==> src/design/mpa_pkg.sv <==
`default_nettype none
// ----------------------------------------------------------------------------
// mpa_pkg
// Shared types, constants and the cos/sin table of the momentum projection
// accumulator.
// ----------------------------------------------------------------------------
package mpa_pkg;

  // lattice extents and phase resolution, as powers of two
  localparam int unsigned LAT_X_LOG2   = 5;
  localparam int unsigned LAT_Y_LOG2   = 5;
  localparam int unsigned LAT_Z_LOG2   = 5;
  localparam int unsigned PHASE_LOG2   = 6;
  localparam int unsigned PHASE_STEPS  = 1 << PHASE_LOG2;
  localparam int unsigned QUARTER      = PHASE_STEPS / 4;
  localparam int unsigned QUARTER_LOG2 = PHASE_LOG2 - 2;
  localparam int unsigned DEN_LOG2     = LAT_X_LOG2 + LAT_Y_LOG2 + LAT_Z_LOG2;

  localparam int unsigned COORD_W = 6;
  localparam int unsigned VALUE_W = 24;
  localparam int unsigned TRIG_W  = 17;
  localparam int unsigned ACC_W   = 48;
  localparam int unsigned IDX_W   = 3;

  localparam logic [IDX_W-1:0] REG_SOURCE_X   = 3'd0;
  localparam logic [IDX_W-1:0] REG_SOURCE_Y   = 3'd1;
  localparam logic [IDX_W-1:0] REG_SOURCE_Z   = 3'd2;
  localparam logic [IDX_W-1:0] REG_MOMENTUM_X = 3'd3;
  localparam logic [IDX_W-1:0] REG_MOMENTUM_Y = 3'd4;
  localparam logic [IDX_W-1:0] REG_MOMENTUM_Z = 3'd5;

  localparam int unsigned CORDIC_STEPS = 20;
  localparam longint CORDIC_X0 = 64'sd652032874;
  localparam longint ATAN_TURNS [CORDIC_STEPS] = '{
    536870912, 316933406, 167458907, 85004756, 42667331, 21354465,
    10679838, 5340245, 2670163, 1335087, 667544, 333772, 166886,
    83443, 41722, 20861, 10430, 5215, 2608, 1304
  };

  typedef struct packed {
    logic signed [TRIG_W-1:0]  cos_v;
    logic signed [TRIG_W-1:0]  sin_v;
    logic signed [VALUE_W-1:0] value_re;
    logic signed [VALUE_W-1:0] value_im;
    logic                      last_site;
  } mpa_item_t;

  typedef logic [QUARTER-1:0][31:0] trig_rom_t;

  function automatic logic [15:0] to_q15(input longint v);
    longint t;
    t = (v + 64'sd16384) >>> 15;
    if (t > 64'sd32767) t = 64'sd32767;
    if (t < -64'sd32768) t = -64'sd32768;
    return t[15:0];
  endfunction

  // first-quadrant cos/sin, computed at elaboration by the rotation CORDIC
  function automatic trig_rom_t trig_rom_build();
    trig_rom_t rom;
    longint x;
    longint y;
    longint z;
    longint dx;
    longint dy;
    for (int j = 0; j < QUARTER; j++) begin
      x = CORDIC_X0;
      y = 0;
      z = longint'(j) <<< (32 - PHASE_LOG2);
      for (int i = 0; i < CORDIC_STEPS; i++) begin
        dx = y >>> i;
        dy = x >>> i;
        if (z >= 0) begin
          x = x - dx;
          y = y + dy;
          z = z - ATAN_TURNS[i];
        end else begin
          x = x + dx;
          y = y - dy;
          z = z + ATAN_TURNS[i];
        end
      end
      rom[j] = {to_q15(x), to_q15(y)};
    end
    return rom;
  endfunction

  localparam trig_rom_t TRIG_ROM = trig_rom_build();

endpackage
`default_nettype wire

==> src/design/mpa_queue.sv <==
`default_nettype none
// ----------------------------------------------------------------------------
// mpa_queue
// Four-entry request queue between the phase front end and the
// multiply-accumulate back end.
// ----------------------------------------------------------------------------
module mpa_queue (
  input  wire logic               clk_i,
  input  wire logic               rst_ni,
  input  wire logic               wr_valid_i,
  output logic                    wr_ready_o,
  input  wire mpa_pkg::mpa_item_t wr_item_i,
  output logic                    rd_valid_o,
  input  wire logic               rd_pop_i,
  output mpa_pkg::mpa_item_t      rd_item_o
);

  localparam int unsigned DEPTH = 4;
  localparam int unsigned AW    = $clog2(DEPTH);

  mpa_pkg::mpa_item_t mem_q [DEPTH];
  logic [AW-1:0]      wr_ptr_q, rd_ptr_q;
  logic [AW:0]        count_q;
  logic               push, pop;

  assign wr_ready_o = count_q != (AW+1)'(DEPTH);
  assign rd_valid_o = count_q != '0;
  assign push       = wr_valid_i && wr_ready_o;
  assign pop        = rd_pop_i && rd_valid_o;
  assign rd_item_o  = mem_q[rd_ptr_q];

  always_ff @(posedge clk_i) begin
    if (push) begin
      mem_q[wr_ptr_q] <= wr_item_i;
    end
  end

  always_ff @(posedge clk_i or negedge rst_ni) begin
    if (!rst_ni) begin
      wr_ptr_q <= '0;
      rd_ptr_q <= '0;
      count_q  <= '0;
    end else begin
      if (push) wr_ptr_q <= wr_ptr_q + AW'(1);
      if (pop)  rd_ptr_q <= rd_ptr_q + AW'(1);
      if (push && !pop) begin
        count_q <= count_q + (AW+1)'(1);
      end else if (pop && !push) begin
        count_q <= count_q - (AW+1)'(1);
      end
    end
  end

endmodule
`default_nettype wire

==> config.mk <==
export PLATFORM = sky130hd
export DESIGN_NAME = mpa_queue
export DESIGN_NICKNAME = d
export VERILOG_FILES = /design/src/design/mpa_pkg.sv /design/src/design/mpa_queue.sv
export SDC_FILE = /design/constraint.sdc
export NUM_CORES = 1
export LEC_CHECK = 0
export BUFFER_PORTS_ARGS = -buffer_cell sky130_fd_sc_hd__buf_2
export CORE_MARGIN = 2
export CORE_UTILIZATION = 55
export CTS_BUF_LIST = sky130_fd_sc_hd__clkbuf_4
export DETAILED_ROUTE_END_ITERATION = 7
export GPL_TIMING_DRIVEN = 0
export MAX_ROUTING_LAYER = met4
export PLACE_DENSITY = 0.77
export SLEW_MARGIN = 10
export SYNTH_ARGS = -nofsm -noshare
export SYNTH_HDL_FRONTEND = slang
export SYNTH_SLANG_ARGS = --single-unit
==> constraint.sdc <==
create_clock -name clk_i -period 5.4 [get_ports clk_i]
set_input_delay 0.27 -clock clk_i [delete_from_list [all_inputs] [get_ports clk_i]]
set_output_delay 0.27 -clock clk_i [all_outputs]
set_load 0.005 [all_outputs]
==> impl_metrics.tcl <==
set metrics [dict create \
    status "finished, final reports clean" \
    ios 172 \
    final_nets 907 \
    fin_util_pct 69.8 \
    clock_skew_ns 0.0405 \
    placed_area_um2 13800 \
    finalCritPeriodShare_pct 45.9 \
    fin_setup_tns_ns 0 \
    maxCapViolCount 0 \
    clock_sinks 339 \
    cts_resized 0 \
    globalRouteTotalUtil_pct 21.1 \
    cts_buffer_depth 3 \
    die_w_um 154 \
    routed_wl_mm 23.5 \
    vias_per_cell 5.37 \
    insertion_delay_ns 0.65 \
    crit_chain "buf_2 > buf_2 > mux4_2 > buf_2" \
    vias 6171 \
    cts_tree "built" \
    peakVddDrop_uv 304 \
    grt-ovfl-total 0 \
    antenna_found_initial 1 \
    seq_area_frac_synth_pct 81.5 \
    htree_levels 3 \
    syn2layout_area_growth_pct 25.9 \
    core_um2 22400 \
    cp_max_fo 10 \
    cpMostUsedCell "buf_2" \
    grt_max_degree 51 \
    cp_top_family "buffers and inverters" \
    worst_pin_slew_ns 0.661 \
    grt_setup_unrepaired "false" \
    dp_hpwl_mm 13.6 \
    avgRoutedWirePerCell_um 20.4 \
    fin_cells 1149 \
    drt_iter0_drc 390 \
    crit_path_end_kind "output port" \
    ys_seq_elements 339 \
    grt_pass1_wl_mm 36.7 \
    nFillCells 1362 \
    max_stage_delay_ns 0.38 \
    yosysWarnings 0 \
    ant_nets 0 \
    timing.fmax_mhz 404 \
    dp_cells 929 \
    maxSlewViolCount 0 \
    core.rowCount 55 \
    die_area_um2 23800 \
    drive_above_1_share_pct 46.3 \
    min_path_type "input pin to flip-flop" \
    cts_hold_buf 86 \
    grt_pass1_vias 6801 \
    root_buffer "clkbuf_4" \
    start_util_pct 55.5 \
    drt_first_pass_iters 4 \
    final_cell_area_um2 15700 \
    cp.arrival_ns 2.21 \
    path_clk_slew_ns 0.07 \
    synth.avg_cell_area_um2 26.5 \
    die_h_um 154 \
    syn_nets 562 \
    synthesis.area_um2 12400 \
    worst-path-buf-inv 3 \
    drc 0 \
    startpoint_type "flip-flop" \
    synthDistinctLibCells 20 \
    hold_viol 0 \
    cts_buffers 82 \
    multi_input_area_um2 2100 \
    critPathKind "flip-flop to output port" \
    reg2reg_slack_ns 3.09 \
    power_density_nw_per_um2 514 \
    regArea_um2 10100 \
    finalCriticalPeriod_ns 2.48 \
    worst_path_max_delay_cell "buf_2" \
    power_leakage_nw 5.56 \
    relSlewSlack_pct 55.9 \
    finalSetupViolations 0 \
    port_buffers 171 \
    synthCells 469 \
    place_congestion 0.708 \
    cts_setup_buffers 0 \
    cp_data_required_time_ns 5.13 \
]
[cell type report]
type	count	share of cell area [%]
flip-flops and latches	339	64.8
clock buffers	112	5.37
diodes	1	0.0160
plain buffers	19	1.25
well taps	285	2.28
clock inverters	21	1.17
multi-input cells	108	13.4
repair buffers	261	11.7
inverters	3	0.0719
[path summary, 6_finish.rpt]
kind | startpoint | end | cells past startpoint
max reg2reg | count_q[0]$_DFFE_PN0P_ | mem_q[2][23]$_DFFE_PP_ | 4
max in group asynchronous | rst_ni | wr_ptr_q[0]$_DFFE_PN0P_ | 3
max | rd_ptr_q[1]$_DFFE_PN0P_ | rd_item_o[20] | 4
min in group asynchronous | rst_ni | rd_ptr_q[1]$_DFFE_PN0P_ | 3
min | wr_valid_i | wr_ptr_q[0]$_DFFE_PN0P_ | 3
min reg2reg | count_q[2]$_DFFE_PN0P_ | count_q[2]$_DFFE_PN0P_ | 1
[power breakdown]
part | switching [mW] | internal, mW | total (mW)
Combinational | 1.17 | 1.22 | 2.39
Sequential | 0.130 | 3.48 | 3.61
Clock | 0.916 | 1.14 | 2.06
[cells in the mapped netlist]
cell | number | area [um2]
edfxtp_1 | 332 | 9970
mux4_2 | 83 | 1870
buf_2 | 7 | 35.0
dfrtp_1 | 7 | 175
buf_12 | 6 | 120
ha_1 | 5 | 62.6
and2_1 | 4 | 25.0
xnor2_1 | 4 | 35.0
buf_4 | 3 | 22.5
inv_1 | 3 | 11.3
clkbuf_1 | 2 | 7.51
mux2_2 | 2 | 22.5
nand2_1 | 2 | 7.51
nor2_1 | 2 | 7.51
xor2_1 | 2 | 17.5
a21boi_2 | 1 | 11.3
buf_6 | 1 | 11.3
fa_1 | 1 | 20.0
nand3_1 | 1 | 5.00
or3_1 | 1 | 6.26
[registers in the layout (all words and copies together) (netlist names)]
| register | flops |
|---|---|
| rd_ptr_q | 2 |
| wr_ptr_q | 2 |
| count_q | 3 |
| mem_q | 332 |
[per-layer routing]
layer	track usage, %	share of wire (%)
met4	6.04	1.5
met3	5.80	7.2
met5	-	0
met1	26.2	40
met2	34.6	52
[per-stage QoR]
stage	setup WS [ns]	total power, mW	hold slack [ns]
floorplan	2.24	5.11	-0.0256
global placement	0.802	5.96	0.104
detailed placement	3.14	6.04	0.111
CTS	2.84	8.15	0.0779
global route	2.77	8.49	0.0788
finish	2.92	8.05	0.141
[worst min-delay path, cell delays in order]
cell and delay, ns:
buf_2 0.09, a21boi_2 0.20, xnor2_1 0.15
[cells by family (layout without fill, tap and decap cells)]
family / count (synthesis) / after routing / synth area share (%)
DFF: 339 / 339 / 81.5
buffers and inverters: 22 / 416 / 1.67
adders and majority gates: 6 / 6 / 0.664
xor gates and xnor gates: 6 / 6 / 0.422
muxes: 85 / 85 / 15.2
and+or+nand+nor: 10 / 10 / 0.412
other: 0 / 1 / 0
AOI/OAI and AO/OA: 1 / 1 / 0.0905
[placed cells by master, fill, tap and decap left out]
cell type / synthesis / routed
mux4_2: 83 / 83
bufinv_16: 0 / 4
nand2_1: 2 / 2
diode_2: 0 / 1
ha_1: 5 / 5
clkinv_1: 0 / 15
dlygate4sd3_1: 0 / 86
xor2_1: 2 / 2
buf_4: 3 / 3
fa_1: 1 / 1
xnor2_1: 4 / 4
edfxtp_1: 332 / 332
buf_2: 7 / 178
and2_4: 0 / 4
inv_2: 0 / 2
mux2_2: 2 / 2
or3_1: 1 / 1
nand3_1: 1 / 1
buf_16: 0 / 4
buf_6: 1 / 1
a21boi_2: 1 / 1
dfrtp_1: 7 / 7
nor2_1: 2 / 2
clkbuf_4: 0 / 112
buf_12: 6 / 6
inv_1: 3 / 3
clkbuf_1: 2 / 2
(Power assumes the default switching activity.)
